--- config.mk ---
export PLATFORM = sky130hd
export DESIGN_NAME = pool_free_list_allocator
export DESIGN_NICKNAME = d
export VERILOG_FILES = /design/src/rtl/pfl_pkg.sv /design/src/rtl/pool_free_list_allocator.sv /design/src/rtl/pfl_ram.sv
export SDC_FILE = /design/constraint.sdc
export NUM_CORES = 2
export LEC_CHECK = 0
export BUFFER_PORTS_ARGS = -buffer_cell sky130_fd_sc_hd__buf_2
export CORE_UTILIZATION = 55
export DETAILED_ROUTE_END_ITERATION = 6
export PLACE_DENSITY = 0.81
export SYNTH_ARGS = -nofsm -noshare
export SYNTH_HDL_FRONTEND = slang
export SYNTH_SLANG_ARGS = --single-unit
--- constraint.sdc ---
create_clock -name clk -period 10.15 [get_ports clk]
set_clock_uncertainty 0.2 [all_clocks]
set_input_delay 1.015 -clock clk [delete_from_list [all_inputs] [get_ports clk]]
set_output_delay 1.015 -clock clk [all_outputs]
set_load 0.05 [all_outputs]
--- src/rtl/pfl_pkg.sv ---
// pfl_pkg: shared types and constants for the pool free-list allocator
// used by pool_free_list_allocator and pfl_checker
// no dependencies
package pfl_pkg;

  // pool geometry
  localparam int NUM_BLOCKS  = 256;
  localparam int INDEX_SPACE = 256;
  localparam int CAP_LIMIT   = (NUM_BLOCKS < INDEX_SPACE) ? NUM_BLOCKS : INDEX_SPACE;
  localparam int INDEX_W     = $clog2(INDEX_SPACE);
  localparam int COUNT_W     = 9;
  localparam logic [COUNT_W-1:0] COUNT_MAX = '1;
  localparam logic [COUNT_W-1:0] COUNT_CAP = COUNT_W'(CAP_LIMIT);

  // register reset values
  localparam logic [31:0]        BASE_RESET  = 32'd0;
  localparam logic [15:0]        SIZE_RESET  = 16'd64;
  localparam logic [COUNT_W-1:0] COUNT_RESET = 9'd256;

  // register map, index is paddr[3:2]
  localparam logic [1:0] REG_BASE_ADDRESS = 2'd0;
  localparam logic [1:0] REG_BLOCK_SIZE   = 2'd1;
  localparam logic [1:0] REG_BLOCK_COUNT  = 2'd2;

  typedef enum logic [1:0] {
    REQ_ALLOC = 2'd0,
    REQ_FREE  = 2'd1,
    REQ_RESET = 2'd2,
    REQ_NOP   = 2'd3
  } req_type_t;

  typedef enum logic [1:0] {
    STAT_OK       = 2'd0,
    STAT_EMPTY    = 2'd1,
    STAT_OVERSIZE = 2'd2,
    STAT_RANGE    = 2'd3
  } status_t;

endpackage

--- src/rtl/pool_free_list_allocator.sv ---
// pool_free_list_allocator: fixed-size block pool with a free list and lazy bump pointer
// depends on pfl_pkg and pfl_ram
// configuration through an apb-style port, requests and results as streams
//
// channel   dir  handshake           payload
// s_*       in   s_tvalid/s_tready   tuser: req_type; tdata: request_size, free_index
// m_*       out  m_tvalid/m_tready   tuser: status; tdata: index, address, free_count
// apb       in   psel/penable        base_address, blk_bytes, block_count
//
// one item per cycle while results are taken: each request is settled in the cycle
// it is accepted and its result lands in the output register on the same edge
// the link ram is read at the next head address, so the link of the head is always
// ready; a free forwards its new link while the ram read still returns the old contents
// synchronous reset clears the head, the link valid bits and the output valid bit, no
// clearing pass is needed; a stalled result holds s_tready low until it is taken
module pool_free_list_allocator
  import pfl_pkg::*;
(
  input  logic        clk,
  input  logic        rst,
  // request stream
  input  logic        s_tvalid,
  output logic        s_tready,
  input  logic [23:0] s_tdata,   // [15:0] request_size, [23:16] free_index
  input  logic [1:0]  s_tuser,   // [1:0] req_type
  // result stream
  output logic        m_tvalid,
  input  logic        m_tready,
  output logic [55:0] m_tdata,   // [7:0] block_index, [39:8] block_address,
                                 // [48:40] free_count, [55:49] zero
  output logic [1:0]  m_tuser,   // [1:0] status
  // configuration
  input  logic        psel,
  input  logic        penable,
  input  logic        pwrite,
  input  logic [3:0]  paddr,
  input  logic [31:0] pwdata,
  output logic [31:0] prdata,
  output logic        pready
);

  // configuration registers
  logic [31:0]        base_address;
  logic [15:0]        blk_bytes;
  logic [COUNT_W-1:0] block_count;

  // pool state
  logic [COUNT_W-1:0]     head_index, head_index_next;
  logic [COUNT_W-1:0]     free_blocks, free_blocks_next;
  logic [INDEX_SPACE-1:0] link_valid;

  // forwarding of a link written by the previous free
  logic               fwd_valid;
  logic [INDEX_W-1:0] fwd_link;

  // output register
  logic               out_valid;
  status_t            out_status;
  logic [INDEX_W-1:0] out_index;
  logic [31:0]        out_address;
  logic [COUNT_W-1:0] out_count;

  // request decode
  req_type_t          req;
  logic [15:0]        req_size;
  logic [INDEX_W-1:0] req_fidx;
  logic               s_fire;
  logic               cfg_write;

  // per-request combinational results
  status_t            res_status;
  logic [INDEX_W-1:0] res_index;
  logic [31:0]        res_address;
  logic               link_we;
  logic               pool_clear;
  logic               free_ok;

  logic [COUNT_W-1:0] count_eff;
  logic [INDEX_W-1:0] head_low;
  logic [INDEX_W-1:0] ram_rdata;
  logic [INDEX_W-1:0] head_link;
  logic               head_valid;
  logic [23:0]        offset;

  assign req      = req_type_t'(s_tuser);
  assign req_size = s_tdata[15:0];
  assign req_fidx = s_tdata[23:16];

  assign s_tready = !out_valid || m_tready;
  assign s_fire   = s_tvalid && s_tready;

  // ---------------------------------------------------------------- config port
  assign pready    = 1'b1;
  assign cfg_write = psel && penable && pwrite && pready;

  always_ff @(posedge clk) begin
    if (rst) begin
      base_address <= BASE_RESET;
      blk_bytes    <= SIZE_RESET;
      block_count  <= COUNT_RESET;
    end else if (cfg_write) begin
      unique case (paddr[3:2])
        REG_BASE_ADDRESS: base_address <= pwdata;
        REG_BLOCK_SIZE:   blk_bytes    <= pwdata[15:0];
        REG_BLOCK_COUNT:  block_count  <= pwdata[COUNT_W-1:0];
        default: ;  // unmapped, write dropped
      endcase
    end
  end

  always_comb begin
    unique case (paddr[3:2])
      REG_BASE_ADDRESS: prdata = base_address;
      REG_BLOCK_SIZE:   prdata = {16'd0, blk_bytes};
      REG_BLOCK_COUNT:  prdata = {{(32-COUNT_W){1'b0}}, block_count};
      default:          prdata = '0;
    endcase
  end

  // block count is capped at the index space
  assign count_eff = (block_count > COUNT_CAP) ? COUNT_CAP : block_count;

  // ---------------------------------------------------------------- link store
  // read address is the head of the next cycle, so ram_rdata always belongs to
  // the current head; the one exception is the cycle after a free, when the
  // head's link was written on the same edge and comes from fwd_link instead
  pfl_ram #(
    .WIDTH (INDEX_W),
    .DEPTH (INDEX_SPACE)
  ) u_link_ram (
    .clk   (clk),
    .we    (link_we),
    .waddr (req_fidx),
    .wdata (head_low),
    .raddr (head_index_next[INDEX_W-1:0]),
    .rdata (ram_rdata)
  );

  assign head_low   = head_index[INDEX_W-1:0];
  assign head_link  = fwd_valid ? fwd_link : ram_rdata;
  assign head_valid = link_valid[head_low];
  assign offset     = 24'(head_low) * 24'(blk_bytes);

  // ---------------------------------------------------------------- request logic
  always_comb begin
    head_index_next  = head_index;
    free_blocks_next = free_blocks;
    res_status       = STAT_OK;
    res_index        = '0;
    res_address      = '0;
    link_we          = 1'b0;
    pool_clear       = 1'b0;
    free_ok          = 1'b0;
    if (s_fire) begin
      unique case (req)
        REQ_ALLOC: begin
          // oversize wins over empty; a failed allocate leaves the pool alone
          if (req_size > blk_bytes) begin
            res_status = STAT_OVERSIZE;
          end else if (free_blocks == '0 || head_index >= count_eff) begin
            res_status = STAT_EMPTY;
          end else begin
            res_index        = head_low;
            res_address      = base_address + {8'd0, offset};
            free_blocks_next = free_blocks - 1'b1;
            // follow the stored link, or bump to the next untouched block
            head_index_next  = head_valid ? {1'b0, head_link} : head_index + 1'b1;
          end
        end
        REQ_FREE: begin
          if ({1'b0, req_fidx} >= count_eff) begin
            res_status = STAT_RANGE;
          end else begin
            link_we         = 1'b1;
            free_ok         = 1'b1;
            head_index_next = {1'b0, req_fidx};
            // saturates under repeated double frees
            if (free_blocks != COUNT_MAX) begin
              free_blocks_next = free_blocks + 1'b1;
            end
          end
        end
        REQ_RESET: begin
          pool_clear       = 1'b1;
          head_index_next  = '0;
          free_blocks_next = count_eff;
        end
        REQ_NOP: ;
      endcase
    end
  end

  always_ff @(posedge clk) begin
    if (rst) begin
      head_index  <= '0;
      free_blocks <= COUNT_CAP;
      link_valid  <= '0;
      fwd_valid   <= 1'b0;
    end else begin
      head_index  <= head_index_next;
      free_blocks <= free_blocks_next;
      fwd_valid   <= free_ok;
      if (pool_clear) begin
        link_valid <= '0;
      end else if (link_we) begin
        link_valid[req_fidx] <= 1'b1;
      end
    end
  end

  // forwarded link is the old head, stored by the free
  always_ff @(posedge clk) begin
    if (free_ok) begin
      fwd_link <= head_low;
    end
  end

  // ---------------------------------------------------------------- output register
  always_ff @(posedge clk) begin
    if (rst) begin
      out_valid <= 1'b0;
    end else if (s_fire) begin
      out_valid <= 1'b1;
    end else if (m_tready) begin
      out_valid <= 1'b0;
    end
  end

  always_ff @(posedge clk) begin
    if (s_fire) begin
      out_status  <= res_status;
      out_index   <= res_index;
      out_address <= res_address;
      out_count   <= free_blocks_next;
    end
  end

  assign m_tvalid = out_valid;
  assign m_tuser  = out_status;
  assign m_tdata  = {7'd0, out_count, out_address, out_index};

endmodule

--- src/rtl/pfl_ram.sv ---
// pfl_ram: generic single-write, single-read ram with registered read data
// read during write to the same address returns the old contents
// no dependencies
module pfl_ram #(
  parameter int WIDTH = 8,
  parameter int DEPTH = 256
) (
  input  logic                     clk,
  input  logic                     we,
  input  logic [$clog2(DEPTH)-1:0] waddr,
  input  logic [WIDTH-1:0]         wdata,
  input  logic [$clog2(DEPTH)-1:0] raddr,
  output logic [WIDTH-1:0]         rdata
);

  logic [WIDTH-1:0] mem [DEPTH];

  always_ff @(posedge clk) begin
    if (we) begin
      mem[waddr] <= wdata;
    end
  end

  always_ff @(posedge clk) begin
    rdata <= mem[raddr];
  end

endmodule

==> impl_metrics.csv <==
group,metric,value,unit
sta,hold_viol_final,0,
finish,final_cells,11100,
finish,drive_gt1_share,9.02,%
critical_path,rrSetupSlack,1.72,ns
clocking,cts_setup_buffers,0,
place,dp.cells,10700,
critical_path,ff2ff_path_depth,18,
sta,period_needed,8.43,ns
floorplan,num_rows,158,
clocking,postCtsResizedCells,0,
outcome,status,"finished, violations left",
sta,setup-tns-final,0,ns
clocking,htreeDepth,4,
finish,finalNetCount,8717,
sta,max_slew_margin,5.75,%
synthesis,ys_seq_area_share,68.1,%
floorplan,die_x,435,um
power_and_ir_drop,p_per_area,183,nW/um2
clocking,cts-hold-fix-buffers,0,
synthesis,ys_dominant_reg_cell,"edfxtp_1",
critical_path,cp-start-kind,"flop",
hold_path,holdPathStages,3,
critical_path,r2r-end,"u_link_ram.rdata[0]",
route,viasPerCell,6.42,
sta,rsz0062_at_grt,"no",
grt,antenna_found_initial,12,
critical_path,end_kind,"flop",
power_and_ir_drop,finalPower,20.8,mW
hold_path,holdPathEnd,"base_address[23]",
critical_path,crit_chain,"buf_4 -> nor2_1 -> buf_4 -> a22o_1 -> a211oi_1 -> a311o_1 -> a221oi_2 -> a21oi_4 -> o21ai_1 -> o211ai_4 -> buf_12 -> nand2_1 -> and3_1 -> a311oi_1 -> nor4_1 -> a2111oi_0 -> nand4_1 -> nor4_1",
route,remaining_drc_errors,2,
critical_path,crit_type,"reg2reg",
clocking,cts.root.buffer_cell,"clkbuf_16",
critical_path,crit_slowest_cell,"a2111oi_0",
critical_path,cp.arrival,9.00,ns
synthesis,ys_types,95,
route,dr.pass1.iters,7,
sta,post-route-period-util,83.1,%
synthesis,netlist_top_cells_area,"edfxtp_1 (61%), nand2_1 (7.8%), dfxtp_1 (6.6%)",
route,wl_per_cell,26.0,um
synthesis,synthArstFlopShare,0,%
synthesis,synthCells,8461,
route,vias,71600,
sta,slew_viol_final,0,
sta,worst_pin_slew,1.38,ns
critical_path,path_max_fanout,173,
clocking,cts_tree,"yes",
synthesis,synth_top_area_share,61.4,%
floorplan,core_area,186000,um2
floorplan,die_h,435,um
clocking,numCtsBuffers,226,
synthesis,avgSynthCellArea,12.2,um2
floorplan,boundaryPins,162,
sta,fmax,0.119,GHz
grt,grt_max_degree,187,
route,routed_wl,290000,um
hold_path,hold_class,"in2reg",
route,ant_nets,0,
critical_path,r2r_start,"head_index[3]",
critical_path,max_stage_delay,1.15,ns
synthesis,synth_top_cell_by_area,"edfxtp_1",
critical_path,crit_family,"compound AO/OA/AOI/OAI gates",
hold_path,worstHoldStart,"pwdata[23]",
clocking,cts_buffer_depth,3,
place,dp_hpwl,175000,um
clocking,cts_num_sinks,2448,
critical_path,required,10.71,ns
finish,area_growth,10.3,%
route,drtIter0Drc,11600,
synthesis,synth_edf_count,2107,
place,port_buffers,151,
synthesis,synth-seq-cells,2448,
sta,hold_ws,0.165,ns
power_and_ir_drop,leakagePower,40.0,nW
power_and_ir_drop,ir_drop,0.178,mV
grt,track_usage,29.9,%
grt,first_global_vias,68800,
synthesis,synth_area,103000,um2
grt,overflow,0,
job,maxCapViolCount,0,
sta,setup_violations,0,
synthesis,yosysWarnings,0,
floorplan,die_area,189000,um2
outcome,violations,"design-rule violations",
place,place_congestion,0.928,
clocking,cts.clk_slew.worst_paths,0.06,ns
critical_path,worst-path-buf-inv,3,
floorplan,initial_core_util,55.5,%
clocking,clock_latency,0.90,ns
grt,grt_pass1_wl,428000,um
placed cells by master (no fill, tap or decap), types with 12 or more instances in the layout:
| master | n |
|---|---|
| clkinv_1 | 23 |
| ha_1 | 85 |
| a311oi_1 | 50 |
| bufinv_16 | 18 |
| a211oi_1 | 19 |
| a21oi_1 | 319 |
| mux2_2 | 15 |
| buf_2 | 151 |
| buf_4 | 126 |
| and3_1 | 127 |
| nor2_1 | 411 |
| nand2_1 | 2150 |
| clkbuf_1 | 64 |
| a32oi_1 | 68 |
| and2_1 | 47 |
| clkbuf_16 | 230 |
| xnor2_1 | 14 |
| mux2i_1 | 123 |
| a221oi_1 | 21 |
| nand4_1 | 20 |
| clkbuf_8 | 20 |
| nor2b_1 | 28 |
| o21a_1 | 260 |
| inv_1 | 171 |
| fa_1 | 106 |
| nor4_1 | 43 |
| a21o_1 | 20 |
| a31oi_1 | 107 |
| clkinv_2 | 50 |
| o22ai_1 | 39 |
| nand2b_1 | 12 |
| edfxtp_1 | 2107 |
| buf_12 | 34 |
| mux4_2 | 48 |
| dfxtp_1 | 333 |
| nand3_1 | 849 |
| or3_1 | 21 |
| a22oi_1 | 21 |
| o21ai_0 | 54 |
| nor3_1 | 41 |
layer usage:
metal	up-vias	wire length (um)	GRT usage, %
li1	30500	-	-
met1	34700	100000	39.0
met2	5411	131000	45.8
met3	1036	39800	7.69
met4	18	18600	17.0
met5	-	108	0
worst register-to-register path: stages (launching register included):
cell and delay [ns]:
dfxtp_4 0.64, buf_4 0.67, nor2_1 0.36, buf_4 0.31, a22o_1 0.22, a211oi_1 0.76, a311o_1 0.38, a221oi_2 0.21
a21oi_4 0.38, o21ai_1 0.22, o211ai_4 0.52, buf_12 0.57, nand2_1 0.32, and3_1 0.20, a311oi_1 0.41, nor4_1 0.15
a2111oi_0 1.15, nand4_1 0.29, nor4_1 0.37
worst max-delay path by stage:
stage,startpoint,to,slack [ns],cells past startpoint
2_1_floorplan,head_index[4],out_address[28],0.45,21
3_3_place_gp,s_tdata[1],u_link_ram.rdata[0],2.37,18
3_5_place_dp,head_index[0],out_address[30],2.20,25
4_1_cts,head_index[0],out_address[30],2.15,25
5_1_grt,head_index[0],out_address[26],1.67,25
6_report,head_index[3],u_link_ram.rdata[0],1.72,18
stage by stage:
stage          utilization, %  area (um2)  setup WS, ns
3_5_place_dp             57.1      106000          2.20
5_1_grt                  61.2      114000          1.67
3_3_place_gp             57.1      106000          2.37
4_1_cts                  61.2      114000          2.15
6_report                 61.2      114000          1.72
2_1_floorplan               -      103000         0.445
registers in the layout, summed over array words and instances (netlist names):
register	flops
out_count	9
base_address	32
m_tuser	2
u_link_ram.rdata	8
link_valid	256
u_link_ram.mem	2048
free_blocks	9
fwd_valid	1
block_count	9
blk_bytes	16
out_address	32
head_index	9
fwd_link	8
m_tvalid	1
out_index	8
synth_stat cells, types with 9 or more instances:
| library cell | number |
|---|---|
| xor2_1 | 9 |
| nand4_1 | 20 |
| nor3_1 | 42 |
| nand3_1 | 854 |
| xnor2_1 | 14 |
| nor2_1 | 415 |
| a21oi_1 | 321 |
| fa_1 | 106 |
| a21o_1 | 20 |
| nand2_1 | 2150 |
| nor4_1 | 43 |
| mux4_2 | 48 |
| o21a_1 | 260 |
| o41ai_1 | 9 |
| buf_6 | 21 |
| dfxtp_1 | 341 |
| a32oi_1 | 68 |
| nand2b_1 | 13 |
| and3_1 | 127 |
| or4_1 | 9 |
| or3_1 | 21 |
| o22ai_1 | 39 |
| or2_2 | 10 |
| a22oi_1 | 21 |
| buf_2 | 196 |
| inv_1 | 172 |
| ha_1 | 85 |
| and2_1 | 47 |
| clkbuf_1 | 236 |
| nor2b_1 | 29 |
| edfxtp_1 | 2107 |
| o21ai_0 | 54 |
| mux2_2 | 15 |
| a31oi_1 | 107 |
| a311oi_1 | 50 |
| mux2i_1 | 123 |
| buf_4 | 19 |
| a211oi_1 | 19 |
| a221oi_1 | 22 |
| buf_1 | 73 |
final cells by class:
class,count,area [um2]
well taps,2480,3100
inverters,174,653
flip-flops and latches,2448,70100
repair buffers,311,2380
fillers,13200,72100
clock buffers,314,6270
diodes,7,17.5
multi-input cells,5296,29800
clock inverters,114,1210
power by group:
part           switching, mW  internal (mW)
Clock                   3.76           4.79
Combinational          0.992          0.350
Sequential            0.0381           10.9
cell families (layout without fill, tap and decap cells):
group                      Yosys count  count (layout)  synth area share (%)
DFF                               2448            2448                  68.1
adders and majority gates          191             191                  3.09
other                                2              15               0.00729
AOI/OAI and AO/OA                 1073            1073                  7.04
and+or+nand+nor                   3809            3809                  15.9
buffers and inverters              723             913                  3.14
muxes                              192             192                  2.56
xor gates and xnor gates            23              23                 0.196
(Power assumes the default switching activity.)
